### src/rtl/core/umcp_pkg.sv
`default_nettype none

package umcp_pkg;

  // window and count limits
  localparam int unsigned BUFFER_DEPTH = 128;
  localparam int unsigned WINDOW_LEN   = 4;
  localparam int unsigned COUNT_W      = 8;

  // field widths
  localparam int unsigned CHAR_W   = 8;
  localparam int unsigned MOTOR_W  = 2;
  localparam int unsigned PERIOD_W = 16;
  localparam int unsigned MAG_W    = 8;
  localparam int unsigned PROD_W   = MAG_W + PERIOD_W;
  localparam int unsigned HEX_W    = 5;

  // packed stream widths
  localparam int unsigned IN_DATA_W  = 8;
  localparam int unsigned OUT_DATA_W = 24;

  // reset value of the period register
  localparam logic [PERIOD_W-1:0] PERIOD_RESET = 16'd200;

  // character codes
  localparam logic [CHAR_W-1:0] CHAR_CR   = 8'h0D;
  localparam logic [CHAR_W-1:0] CHAR_M    = 8'h4D;
  localparam logic [CHAR_W-1:0] CHAR_ONE  = 8'h31;
  localparam logic [CHAR_W-1:0] CHAR_TWO  = 8'h32;
  localparam logic [HEX_W-1:0]  HEX_BAD   = 5'd16;

  // signed speed split point
  localparam logic [CHAR_W-1:0] SPEED_MAX_FWD = 8'h7F;

  // reverse scaling is a divide by 128
  localparam int unsigned REV_SHIFT = 7;

  // divide by 127: floor(p/127) = ((p+1) * (2^21+2^14+2^7+1)) >> 28 for p < 2^23
  localparam int unsigned DIV_SHIFT = 28;
  localparam int unsigned DIV_W     = PROD_W + 22;

  // stage one holds a parsed command
  typedef struct packed {
    logic [MOTOR_W-1:0] motor;
    logic               rev;
    logic [PROD_W-1:0]  prod;
  } cmd_t;

  // hex digit value, HEX_BAD when not a hex digit
  function automatic logic [HEX_W-1:0] hex_value(input logic [CHAR_W-1:0] c);
    logic [HEX_W-1:0] v;
    v = HEX_BAD;
    if (c >= 8'h30 && c <= 8'h39) begin
      v = HEX_W'(c - 8'h30);
    end else if (c >= 8'h61 && c <= 8'h66) begin
      v = HEX_W'(c - 8'h57);
    end else if (c >= 8'h41 && c <= 8'h46) begin
      v = HEX_W'(c - 8'h37);
    end
    return v;
  endfunction

endpackage

`default_nettype wire

### src/rtl/core/uart_motor_command_parser_core.sv
// UART motor command parser core.
// Input stream s_*: one received character per transfer; s_tuser carries the
// listening flag, and a character with listening low is taken and ignored.
// Characters are kept in a four-entry window with a count that saturates at
// BUFFER_DEPTH. A carriage return with at least four stored characters closes
// a command 'M', motor '1'/'2', two hex digits (a signed speed). A good command
// makes one result on m_* (motor, direction, duty scaled to pwm_period) and
// clears the count; a bad one is dropped.
// Config channel cfg_*: writes pwm_period, always ready; write it only while
// no command is in flight.
// A result passes the parsed-command stage (parse and 8x16 multiply) and then
// the result register (constant divide) after the closing carriage return is
// taken. Throughput: one character per cycle; s_tready stays high unless
// both stages hold a result while m_tready is low.
// Reset: window and count clear, pwm_period returns to 200, no result pending.
// A stall on m_tready holds the result; new characters are still taken until
// the parsed-command stage is also full.

`default_nettype none

module uart_motor_command_parser_core
  import umcp_pkg::*;
(
  input  wire logic                   clk,
  input  wire logic                   rst,
  input  wire logic                   s_tvalid,
  output logic                        s_tready,
  input  wire logic [IN_DATA_W-1:0]   s_tdata,   // [7:0] rx_byte
  input  wire logic                   s_tuser,   // [0] listening
  output logic                        m_tvalid,
  input  wire logic                   m_tready,
  output logic      [OUT_DATA_W-1:0]  m_tdata,   // [1:0] motor_select, [2] reverse,
                                                 // [18:3] duty, [23:19] zero
  input  wire logic                   cfg_valid,
  output logic                        cfg_ready,
  input  wire logic [PERIOD_W-1:0]    cfg_data
);

  logic [CHAR_W-1:0]   recent [WINDOW_LEN];
  logic [COUNT_W-1:0]  count;
  logic [PERIOD_W-1:0] pwm_period;

  logic                a_valid;
  cmd_t                a_cmd;
  logic [MOTOR_W-1:0]  out_motor;
  logic                out_rev;
  logic [PERIOD_W-1:0] out_duty;

  logic                accept;
  logic                adv_out;
  logic                rx_listen;
  logic [CHAR_W-1:0]   rx_char;
  logic                closing;
  logic                good;
  logic                store;
  logic [HEX_W-1:0]    hi_val;
  logic [HEX_W-1:0]    lo_val;
  logic [CHAR_W-1:0]   speed;
  logic [MAG_W-1:0]    mag;
  logic                rev;
  cmd_t                cmd_next;
  logic [PROD_W-1:0]   prod_inc;
  logic [DIV_W-1:0]    div_sum;
  logic [PERIOD_W-1:0] duty_next;

  // handshakes
  assign cfg_ready = 1'b1;
  assign adv_out   = !m_tvalid || m_tready;
  assign s_tready  = !a_valid || adv_out;
  assign accept    = s_tvalid && s_tready;
  assign rx_char   = s_tdata[CHAR_W-1:0];
  assign rx_listen = s_tuser;

  // command check on the stored window
  always_comb begin
    hi_val  = hex_value(recent[2]);
    lo_val  = hex_value(recent[3]);
    speed   = {hi_val[3:0], lo_val[3:0]};
    closing = rx_listen && (rx_char == CHAR_CR) && (count >= COUNT_W'(WINDOW_LEN));
    good    = closing && (recent[0] == CHAR_M) &&
              ((recent[1] == CHAR_ONE) || (recent[1] == CHAR_TWO)) &&
              (hi_val != HEX_BAD) && (lo_val != HEX_BAD);
    store   = rx_listen && !closing && (count < COUNT_W'(BUFFER_DEPTH));
    rev     = speed > SPEED_MAX_FWD;
    mag     = rev ? MAG_W'(9'h100 - {1'b0, speed}) : speed;
    cmd_next.motor = recent[1][MOTOR_W-1:0];
    cmd_next.rev   = rev;
    cmd_next.prod  = PROD_W'(mag) * PROD_W'(pwm_period);
  end

  // window and count
  always_ff @(posedge clk) begin
    if (rst) begin
      count <= '0;
      for (int i = 0; i < WINDOW_LEN; i++) begin
        recent[i] <= '0;
      end
    end else if (accept) begin
      if (good) begin
        count <= '0;
      end else if (store) begin
        count <= count + 1'b1;
        for (int i = 0; i < WINDOW_LEN - 1; i++) begin
          recent[i] <= recent[i+1];
        end
        recent[WINDOW_LEN-1] <= rx_char;
      end
    end
  end

  // period register
  always_ff @(posedge clk) begin
    if (rst) begin
      pwm_period <= PERIOD_RESET;
    end else if (cfg_valid && cfg_ready) begin
      pwm_period <= cfg_data;
    end
  end

  // parsed command stage
  always_ff @(posedge clk) begin
    if (rst) begin
      a_valid <= 1'b0;
    end else if (s_tready) begin
      a_valid <= accept && good;
    end
  end

  always_ff @(posedge clk) begin
    if (s_tready && accept && good) begin
      a_cmd <= cmd_next;
    end
  end

  // duty scaling: shift for reverse, reciprocal shift-add for forward
  always_comb begin
    prod_inc = a_cmd.prod + 1'b1;
    div_sum  = (DIV_W'(prod_inc) << 21) + (DIV_W'(prod_inc) << 14) +
               (DIV_W'(prod_inc) << 7) + DIV_W'(prod_inc);
    if (a_cmd.rev) begin
      duty_next = PERIOD_W'(a_cmd.prod >> REV_SHIFT);
    end else begin
      duty_next = div_sum[DIV_SHIFT +: PERIOD_W];
    end
  end

  // result register
  always_ff @(posedge clk) begin
    if (rst) begin
      m_tvalid <= 1'b0;
    end else if (adv_out) begin
      m_tvalid <= a_valid;
    end
  end

  always_ff @(posedge clk) begin
    if (adv_out && a_valid) begin
      out_motor <= a_cmd.motor;
      out_rev   <= a_cmd.rev;
      out_duty  <= duty_next;
    end
  end

  assign m_tdata = {(OUT_DATA_W - MOTOR_W - 1 - PERIOD_W)'(0), out_duty, out_rev, out_motor};

  // count never passes the buffer depth
  a_count_bound: assert property (@(posedge clk) disable iff (rst)
    count <= COUNT_W'(BUFFER_DEPTH))
    else $error("stored count above buffer depth");

  // a taken good command clears the count
  a_good_clears: assert property (@(posedge clk) disable iff (rst)
    accept && good |=> count == '0)
    else $error("count not cleared after good command");

  // ignored characters leave the count alone
  a_idle_char: assert property (@(posedge clk) disable iff (rst)
    accept && !rx_listen |=> $stable(count))
    else $error("count moved on ignored character");

  // a parsed command waits while the result register is held
  a_stage_hold: assert property (@(posedge clk) disable iff (rst)
    a_valid && !adv_out |=> a_valid && $stable(a_cmd))
    else $error("parsed command lost under stall");

  // results only address motor one or two
  a_motor_code: assert property (@(posedge clk) disable iff (rst)
    m_tvalid |-> (out_motor == 2'd1) || (out_motor == 2'd2))
    else $error("bad motor code in result");

endmodule

`default_nettype wire
### config.mk
export PLATFORM = sky130hd
export DESIGN_NAME = uart_motor_command_parser_core
export DESIGN_NICKNAME = d
export VERILOG_FILES = /design/src/rtl/core/umcp_pkg.sv /design/src/rtl/core/uart_motor_command_parser_core.sv
export SDC_FILE = /design/constraint.sdc
export NUM_CORES = 1
export LEC_CHECK = 0
export BUFFER_PORTS_ARGS = -buffer_cell sky130_fd_sc_hd__buf_2
export CAP_MARGIN = 10
export CELL_PAD_IN_SITES_DETAIL_PLACEMENT = 1
export CELL_PAD_IN_SITES_GLOBAL_PLACEMENT = 1
export CORE_MARGIN = 8
export CORE_UTILIZATION = 54
export CTS_CLUSTER_SIZE = 10
export DETAILED_ROUTE_END_ITERATION = 8
export GPL_TIMING_DRIVEN = 0
export PLACE_DENSITY_LB_ADDON = 0.15
export REMOVE_ABC_BUFFERS = 1
export SYNTH_ARGS = -nofsm -noshare
export SYNTH_HDL_FRONTEND = slang
export SYNTH_SLANG_ARGS = --single-unit
### constraint.sdc
create_clock -name clk -period 17.1 [get_ports clk]
set_clock_uncertainty 0.1 [all_clocks]
set_input_delay 0.855 -clock clk [delete_from_list [all_inputs] [get_ports clk]]
set_output_delay 0.855 -clock clk [all_outputs]
set_load 0.01 [all_outputs]
==> results of run 1 <==
-- cell type report --
cell class / instances / area share [%]
clock buffers: 9 / 1.93
well taps: 265 / 2.84
repair buffers: 57 / 2.73
clock inverters: 7 / 0.826
multi-input cells: 810 / 61.7
flip-flops and latches: 104 / 24.5
inverters: 168 / 5.41
-- per-stage QoR --
stage | utilization, % | hold slack [ns]
final | 59.7 | 0.325
after global routing | 59.7 | 0.337
after CTS | 59.7 | 0.327
after detailed placement | 58.1 | 0.306
after global placement | 57.6 | 0.305
after floorplan | - | 0.300
-- power groups by stage --
| stage | Combinational, uW | Clock [uW] | Sequential (uW) |
|---|---|---|---|
| finish | 91.5 | 223 | 290 |
| global route | 104 | 235 | 291 |
| CTS | 92.5 | 227 | 290 |
| detailed placement | 91.0 | 0 | 295 |
| global placement | 83.2 | 0 | 295 |
| floorplan | 63.7 | 0 | 291 |
-- cells by family (layout without fill, tap and decap cells) --
kind of cell | after synthesis | after routing | share of synthesized area, %
and+or+nand+nor | 363 | 363 | 18.9
adders and majority gates | 215 | 215 | 31.6
buffers and inverters | 198 | 241 | 7.29
AOI/OAI and AO/OA | 151 | 151 | 9.33
DFF | 104 | 104 | 26.5
xor gates and xnor gates | 60 | 60 | 4.86
muxes | 15 | 15 | 1.40
other | 2 | 6 | 0.0695
-- state kept, by name, summed over array words and instances (netlist names) --
register	count
a_cmd	27
a_valid	1
count	8
m_tvalid	1
out_duty	16
out_motor	2
out_rev	1
pwm_period	16
recent	32
-- per-layer routing --
| metal | track usage (%) | vias to the layer above |
|---|---|---|
| li1 | - | 3755 |
| met1 | 26.8 | 3945 |
| met2 | 39.4 | 123 |
| met3 | 2.52 | 23 |
| met4 | 5.80 | 0 |
| met5 | 0 | - |
-- worst paths after layout --
check,start,endpoint,slack [ns],cells after the start
max,recent[2][0]$_SDFFCE_PN0P_,a_cmd[23]$_DFFE_PP_,8.18,24
min,a_cmd[25]$_DFFE_PP_,out_motor[0]$_DFFE_PP_,0.32,0
max reg2reg,recent[2][0]$_SDFFCE_PN0P_,a_cmd[23]$_DFFE_PP_,8.18,24
min reg2reg,a_cmd[25]$_DFFE_PP_,out_motor[0]$_DFFE_PP_,0.32,0
-- cells in the final DEF, fill, tap and decap left out, types with 4 or more instances in the layout --
cell type / n
a211o_1: 7
a211oi_1: 9
a21o_1: 12
a21oi_1: 44
a22oi_1: 4
and2_1: 101
and2b_1: 7
and3_1: 14
buf_2: 50
buf_4: 4
clkbuf_16: 9
conb_1: 6
dfxtp_1: 26
edfxtp_1: 78
fa_1: 97
ha_1: 118
inv_1: 167
mux2i_1: 13
nand2_1: 49
nand2b_1: 14
nand3_1: 24
nand3b_1: 5
nand4_1: 8
nor2_1: 55
nor2b_1: 46
nor3_1: 12
o21a_1: 5
o21ai_0: 26
o21ai_1: 5
o21bai_1: 6
or3_1: 4
xnor2_1: 33
xor2_1: 25
-- worst register-to-register path, stage by stage, from the launching register on --
cell	delay, ns
edfxtp_1	0.52
inv_1	0.23
ha_1	0.23
o21bai_1	0.09
a2111oi_2	1.08
a21oi_1	0.39
inv_1	0.25
o21ai_0	0.19
xnor2_2	0.77
and2_1	0.28
fa_1	0.46
fa_1	0.53
fa_1	0.55
inv_1	0.06
fa_1	0.52
inv_1	0.04
ha_1	0.36
or2_2	0.31
a21oi_1	0.19
a211oi_1	0.09
o32ai_1	0.57
o21a_1	0.20
o21ai_1	0.12
o41a_1	0.37
xnor2_1	0.17
==> impl_metrics.toml, run 1 <==
[placed_design]
portBuffers = 50
gp_congestion = 0.825
dp_cells = 1404
dpl-instance-area_um2 = 11300
hpwl_um = 20100
dp_slack_ns = 8.36

[floorplanning]
ios = 57
num_rows = 51
dieArea_um2 = 24800
die_h_um = 157
initial_core_util_pct = 55.3
core-area_um2 = 19500
die_w_um = 157

[routing]
route.detailed.drc = 0
routed_wl_um = 25200
wl_met2_um = 12600
drt-vias-per-instance = 5.53
wl_met1_um = 11400
drt_iter0_drc = 260
wl_per_cell_um = 17.7
drtPass1Iterations = 4
ant_nets = 0
routed-via-count = 7846
wl_met3_um = 851
top_layer_used = "met4"

[yosys]
synth_edf_count = 78
synth.largest_area_cell = "edfxtp_1"
netlist_area_um2 = 10800
ys_seq_area_share_pct = 26.5
ys.flop_type = "edfxtp_1"
synth_cell_types = 72
yosysWarningCount = 0
netlist_top_cells_area = "edfxtp_1, fa_1, ha_1"
synth.cells.most_frequent = "inv_1, ha_1, and2_1"
synth-seq-cells = 104
syn_inst = 1108
postSynth.asyncResetShare_pct = 0
yosys.area.top_type_share_pct = 21.7
syn_area_per_cell_um2 = 9.75
yosysMostFrequentCell = "inv_1"

[worst_setup_path]
critPathMaxStageDelay_ns = 1.08
worstSetupPathType = "flip-flop to flip-flop"
path_delay_family = "compound AO/OA/AOI/OAI gates"
endpoint_kind = "flip-flop"
critical_path_buf_inv_count = 4
crit_chain = "inv_1 -> ha_1 -> o21bai_1 -> a2111oi_2 -> a21oi_1 -> inv_1 -> o21ai_0 -> xnor2_2 -> and2_1 -> fa_1 -> fa_1 -> fa_1 -> inv_1 -> fa_1 -> inv_1 -> ha_1 -> or2_2 -> a21oi_1 -> a211oi_1 -> o32ai_1 -> o21a_1 -> o21ai_1 -> o41a_1 -> xnor2_1"
worstPathRequired_ns = 17.10
worstPathMaxFanout = 16
cp_slowest_cell = "a2111oi_2"
cp-start-kind = "flip-flop"
crit_arrival_ns = 8.92

[cts]
cts_resized = 0
post-cts-setup-buffers = 0
cts_root_buf = "clkbuf_16"
clock-sinks = 104
cts_buffers = 9
htreeDepth = 3
cts_buffer_depth = 2
clkTransAtPathRegs_ns = 0.09
tritoncts = "yes"
clkLatencyLatePin_ns = 0.37
holdBufCountCts = 0

[power]
clockPowerShare_pct = 36.9
vdd_ir_drop_max_mv = 0.0555
switchingPower_uw = 180
seq_power_share_pct = 48.0
leakagePower_uw = 0.00562
swShare_pct = 29.8
p_total_uw = 604
comb_power_share_pct = 15.2
internal-power_uw = 424
power.density_nw_per_um2 = 51.8

[finish]
drive_gt1_share_pct = 8.23
multi_input_area_um2 = 7200
n_antenna_cell = 0
area_delta_synth_final_pct = 7.92
seq_area_um2 = 2860
final_area_um2 = 11700
fin_cells = 1420
nFillCells = 2219
nets = 1395

[timing]
tns_ns = 0
worst_pin_slew_ns = 1.22
period_share_pct = 52.2
min_period_ns = 8.92
rsz0062_at_grt = "false"
layout_setup_ws_ns = 8.18
drv_slew = 0
setup_viol = 0
fmax_mhz = 112
relSlewSlack_pct = 18.2
final_hold_viol_count = 0

[grt]
grt_pass1_vias = 8825
grt_usage_pct = 21.7
grt_pass1_wl_um = 43200
grt-ovfl-total = 0
grt_max_degree = 33
antenna_found_initial = 0

[job]
drv_cap = 0

[worst_hold_path]
hp-class = "flip-flop to flip-flop"

[outcome]
outcome = "finished clean"
Power figures use the tool's default switching activity.
==> run 2: changes to the inputs <==
Settings changed: ABC_AREA set to 1, CORE_UTILIZATION 54 to 48.
Clock period 17.1 ns to 8.89 ns, I/O delays scaled along.
==> run 2 against run 1 <==
  * Via count is 31% higher
  * Global-route usage up 1.2 points
  * Register-to-register slack worse by 6.4 ns
  * Power rose by 100%
  * Cell count rose by 37%
  * Worst setup slack lost 6.4 ns
  * Sequential power rose by 89%
  * Maximum frequency increased by 26%
  * Hold slack got worse by 0.14 ns
  * Critical path type unchanged
==> impl_metrics.toml, run 2 <==
[finish]
drive_gt1_share_pct = 7.66
layout_common_cells = "inv_1, nand2_1, nor2_1, ha_1, fa_1"
top_register = "recent"
area_delta_synth_final_pct = 7.17
largest_reg_flops = 32
multi_input_area_um2 = 7790
reg_top3 = "recent: 32 flops, a_cmd: 27 flops"
seq_area_um2 = 2860
n_antenna_cell = 0
final_area_um2 = 12900
nFillCells = 3183
final_common_cell = "inv_1"
nets = 1858

[cts]
htreeDepth = 3
cts_root_buf = "clkbuf_16"
holdBufCountCts = 0
cts_buffers = 9
tritoncts = "yes"
cts_buffer_depth = 2
post-cts-setup-buffers = 0
clkTransAtPathRegs_ns = 0.09
clkLatencyLatePin_ns = 0.38
clock-sinks = 104
cts_resized = 0

[floorplanning]
core-area_um2 = 24900
ios = 57
dieArea_um2 = 30400
die_w_um = 174
num_rows = 58
initial_core_util_pct = 48.4
die_h_um = 174

[grt]
grt-ovfl-total = 0
grt_pass1_wl_um = 56200
antenna_found_initial = 0
grt_usage_pct = 23.0
grt_max_degree = 35
grt_pass1_vias = 11072

[routing]
routed_wl_um = 34400
ant_nets = 0
wl_per_cell_um = 17.6
top_layer_used = "met4"
route.detailed.drc = 0
wl_met3_um = 1010
drt_iter0_drc = 469
routed-via-count = 10305
drtPass1Iterations = 5
wl_met1_um = 15200
wl_met2_um = 17400
drt-vias-per-instance = 5.29

[placed_design]
gp_congestion = 0.925
hpwl_um = 28700
dpl-instance-area_um2 = 12600
portBuffers = 50

[yosys]
yosys.area.top_type_share_pct = 19.4
synth_cell_types = 48
yosysMostFrequentCell = "inv_1"
ys.flop_type = "edfxtp_1"
netlist_top_cells_area = "edfxtp_1, fa_1, ha_1"
postSynth.asyncResetShare_pct = 0
syn_area_per_cell_um2 = 7.65
yosysWarningCount = 0
ys_seq_area_share_pct = 23.8
synth_edf_count = 78
synth.largest_area_cell = "edfxtp_1"
syn_inst = 1575
synth.cells.most_frequent = "inv_1, nand2_1, nor2_1"
synth-seq-cells = 104
netlist_area_um2 = 12000

[worst_setup_path]
timing.rr.end = "a_cmd[19]$_DFFE_PP_"
endpoint_kind = "flip-flop"
critPathMaxStageDelay_ns = 0.58
worstPathMaxFanout = 18
ff2ff_path_depth = 30
cp_slowest_cell = "fa_1"
cp-start-kind = "flip-flop"
reg2reg_from = "recent[3][0]$_SDFFCE_PN0P_"
critical_path_buf_inv_count = 6
cpMostUsedCell = "inv_1"
critical_path_depth = 30
path_delay_family = "adder cells"
reg2reg_slack_ns = 1.79
setup.worst_path.start = "recent[3][0]$_SDFFCE_PN0P_"
crit_arrival_ns = 7.11
worstSetupPathType = "flip-flop to flip-flop"
worstPathRequired_ns = 8.91

[worst_hold_path]
holdPathStages = 3
hp-class = "primary input to flip-flop"
hold_start = "cfg_data[3]"
hold_end = "pwm_period[3]$_SDFFE_PP1P_"

[job]
drv_cap = 0

[power]
power.density_nw_per_um2 = 93.6
leakagePower_uw = 0.00652
vdd_ir_drop_max_mv = 0.0872

[timing]
setup_viol = 0
fmax_mhz = 141
final_hold_viol_count = 0
relSlewSlack_pct = 29.6
drv_slew = 0
tns_ns = 0
period_share_pct = 79.8
min_period_ns = 7.10
rsz0062_at_grt = "false"
worst_pin_slew_ns = 1.06

[outcome]
outcome = "finished clean"
## run 2: report_power, final
part	leakage, uW	total [uW]	internal (uW)	switching, uW
combinational	0.00539	234	77.3	157
sequential	0.000984	547	538	9.37
clock	0.000150	427	202	225
## run 2: layout make-up
class	instances	area share, %
clock buffers	9	1.74
clock inverters	7	0.669
inverters	321	9.37
multi-input cells	1124	60.4
flip-flops and latches	104	22.2
well taps	330	3.20
repair buffers	53	2.48
## run 2: per-stage QoR
step           hold WS [ns]  util, %  instances  power, uW  setup WS (ns)
2_1_floorplan         0.300        -       1549        723           2.96
3_5_place_dp          0.355     50.5       1931        792           1.79
3_3_place_gp          0.355     50.3       1929        778           1.93
5_1_grt               0.213     51.9       1948       1270           1.26
4_1_cts               0.176     51.8       1947       1220           1.77
6_report              0.184     51.9       1948       1210           1.79
## run 2: kinds of logic (layout without fill, tap and decap cells)
family,count (synthesis),count (layout),synth area share (%)
and+or+nand+nor,678,678,24.7
other,2,6,0.0623
AOI/OAI and AO/OA,189,189,8.77
buffers and inverters,351,390,11.7
DFF,104,104,23.8
xor gates and xnor gates,36,36,2.62
adders and majority gates,215,215,28.4
## run 2: layer usage
| metal | GRT usage [%] | vias to the layer above |
|---|---|---|
| met5 | 0 | - |
| met4 | 7.09 | 0 |
| met3 | 2.47 | 48 |
| met2 | 41.9 | 174 |
| met1 | 27.8 | 5049 |
| li1 | - | 5034 |
## run 2: worst max-delay path by stage
stage / slack [ns] / end
after detailed placement: 1.79 / a_cmd[19]$_DFFE_PP_
final: 1.79 / a_cmd[19]$_DFFE_PP_
after CTS: 1.77 / a_cmd[19]$_DFFE_PP_
after global routing: 1.26 / a_cmd[20]$_DFFE_PP_
after global placement: 1.93 / a_cmd[17]$_DFFE_PP_
after floorplan: 2.96 / a_cmd[17]$_DFFE_PP_
## run 2: worst register-to-register path: cells and delay by family, from the launching register on
family	cells	cell delay, ns
adders and majority gates	7	2.88
and+or+nand+nor	13	2.09
AOI/OAI and AO/OA	3	0.63
buffers and inverters	6	0.54
DFF	1	0.44
xor gates and xnor gates	1	0.15
==> run 3: changes to the inputs <==
Clock period 8.89 ns to 7.2 ns, I/O delays scaled along.
==> run 3 against run 2 <==
  * Critical path type unchanged
  * Worst setup slack worse by 1.4 ns
  * Sequential power is 24% higher
  * Hold slack worse by 0.083 ns
  * Maximum frequency is 4.9% higher
  * Highest routed layer unchanged
  * Combinational power is 24% higher
  * Global-route usage stayed put
  * Largest power group unchanged
  * Cell area is 0.18% higher
  * Sequential cell count stayed put
  * Cell count stayed put
  * First-iteration DRC count is 2.6% higher
  * Register-to-register slack worse by 1.4 ns
  * Sequential share of layout area hardly changed
==> impl_metrics.toml, run 3 (synthesis results as in run 2) <==
[timing]
rsz0062_at_grt = "true"
min_period_ns = 6.77
tns_ns = 0
holdWs_ns = 0.101
drv_slew = 0
worst_pin_slew_ns = 1.05
final_hold_viol_count = 0
period_share_pct = 94.0
relSlewSlack_pct = 29.9
fmax_mhz = 148
setup_viol = 0

[cts]
clkLatencyLatePin_ns = 0.38
htreeDepth = 3
cts_buffer_depth = 2
post-cts-setup-buffers = 0
holdBufCountCts = 0
cts_root_buf = "clkbuf_16"
tritoncts = "yes"
clock-sinks = 104
cts_buffers = 9
cts_resized = 0
clkTransAtPathRegs_ns = 0.09

[worst_setup_path]
worstPathMaxFanout = 18
cpMostUsedCell = "nand2_1"
path_delay_family = "adder cells"
worstPathRequired_ns = 7.23
cp_slowest_cell = "fa_1"
worstSetupPathType = "flip-flop to flip-flop"
cp-start-kind = "flip-flop"
critical_path_buf_inv_count = 6
critPathMaxStageDelay_ns = 0.55
endpoint_kind = "flip-flop"
crit_arrival_ns = 6.80

[floorplanning]
die_h_um = 174
dieArea_um2 = 30400
core-area_um2 = 24900
num_rows = 58
die_w_um = 174
ios = 57
initial_core_util_pct = 48.4

[finish]
layout_common_cells = "inv_1, nand2_1, nor2_1, ha_1, fa_1"
n_antenna_cell = 0
final_area_um2 = 12900
nFillCells = 3178
final_common_cell = "inv_1"
nets = 1858
area_delta_synth_final_pct = 7.36
reg_top3 = "recent: 32 flops, a_cmd: 27 flops"
fin_cells = 1948
top_register = "recent"
drive_gt1_share_pct = 7.73
largest_reg_flops = 32

[grt]
grt_usage_pct = 23.0
grt_max_degree = 35
grt-ovfl-total = 0
grt_pass1_wl_um = 56200
grt_pass1_vias = 11075
antenna_found_initial = 0

[placed_design]
gp_congestion = 0.925
hpwl_um = 28700
dpl-instance-area_um2 = 12600
portBuffers = 50
dp_cells = 1931

[routing]
drt_iter0_drc = 481
routed-via-count = 10290
drtPass1Iterations = 5
wl_per_cell_um = 17.6
wl_met3_um = 874
wl_met2_um = 17400
ant_nets = 0
drt-vias-per-instance = 5.28
routed_wl_um = 34400
top_layer_used = "met4"
route.detailed.drc = 0
wl_met1_um = 15300

[power]
p_total_uw = 1490
vdd_ir_drop_max_mv = 0.108
leakagePower_uw = 0.00653
power.density_nw_per_um2 = 115

[outcome]
outcome = "finished clean"

[job]
drv_cap = 0

[worst_hold_path]
hp-class = "primary input to flip-flop"
[run 3: cell count changes in the layout (fill, tap and decap cells not counted)]
| cell | previous run | this run |
|---|---|---|
| nand2_2 | 8 | 6 |
| nand2_4 | 2 | 4 |
| nand3_2 | 7 | 6 |
| nand3_4 | 1 | 2 |
| nor4_1 | 4 | 3 |
| nor4_2 | 0 | 1 |
| o21ai_0 | 58 | 57 |
| o21ai_1 | 2 | 3 |
[run 3: where the power goes]
| part | total, uW | internal [uW] | switching, uW |
|---|---|---|---|
| combinational | 291 | 95.8 | 195 |
| clock | 527 | 249 | 277 |
| sequential | 676 | 664 | 11.6 |
[run 3: final cells by class]
type                            count  area (um2)  area share (%)
Multi-Input combinational cell   1124        7820            60.4
Sequential cell                   104        2860            22.1
Clock inverter                      7        86.3           0.668
Inverter                          321        1210            9.35
Tap cell                          330         413            3.19
Clock buffer                        9         225            1.74
Timing Repair Buffer               53         320            2.48
[run 3: path summary, 6_finish.rpt]
| path | slack (ns) | from | end | cells after the start |
|---|---|---|---|---|
| min reg2reg | 0.37 | a_cmd[26]$_DFFE_PP_ | out_motor[1]$_DFFE_PP_ | 0 |
| min | 0.10 | cfg_data[3] | pwm_period[3]$_SDFFE_PP1P_ | 3 |
| max reg2reg | 0.43 | recent[3][0]$_SDFFCE_PN0P_ | a_cmd[20]$_DFFE_PP_ | 33 |
| max | 0.43 | recent[3][0]$_SDFFCE_PN0P_ | a_cmd[20]$_DFFE_PP_ | 33 |
[run 3: metrics by stage]
stage	setup slack (ns)	utilization (%)
global placement	0.243	50.3
CTS	0.0826	51.8
detailed placement	0.102	50.5
finish	0.433	52.0
global route	-0.104	52.0
floorplan	1.27	-
[run 3: routing by layer]
metal	track usage, %	up-vias
met5	0	-
met4	7.05	0
met3	2.43	43
met2	41.9	155
met1	27.8	5057
li1	-	5035
[run 3: worst reg2reg max path: cells and delay by family (launching register included)]
family,cells,cell delay (ns)
adder cells (fa/ha/maj),7,2.97
AND/OR/NAND/NOR,17,2.05
flip-flops,1,0.47
buffers and inverters,6,0.47
AO/OA/AOI/OAI,3,0.46
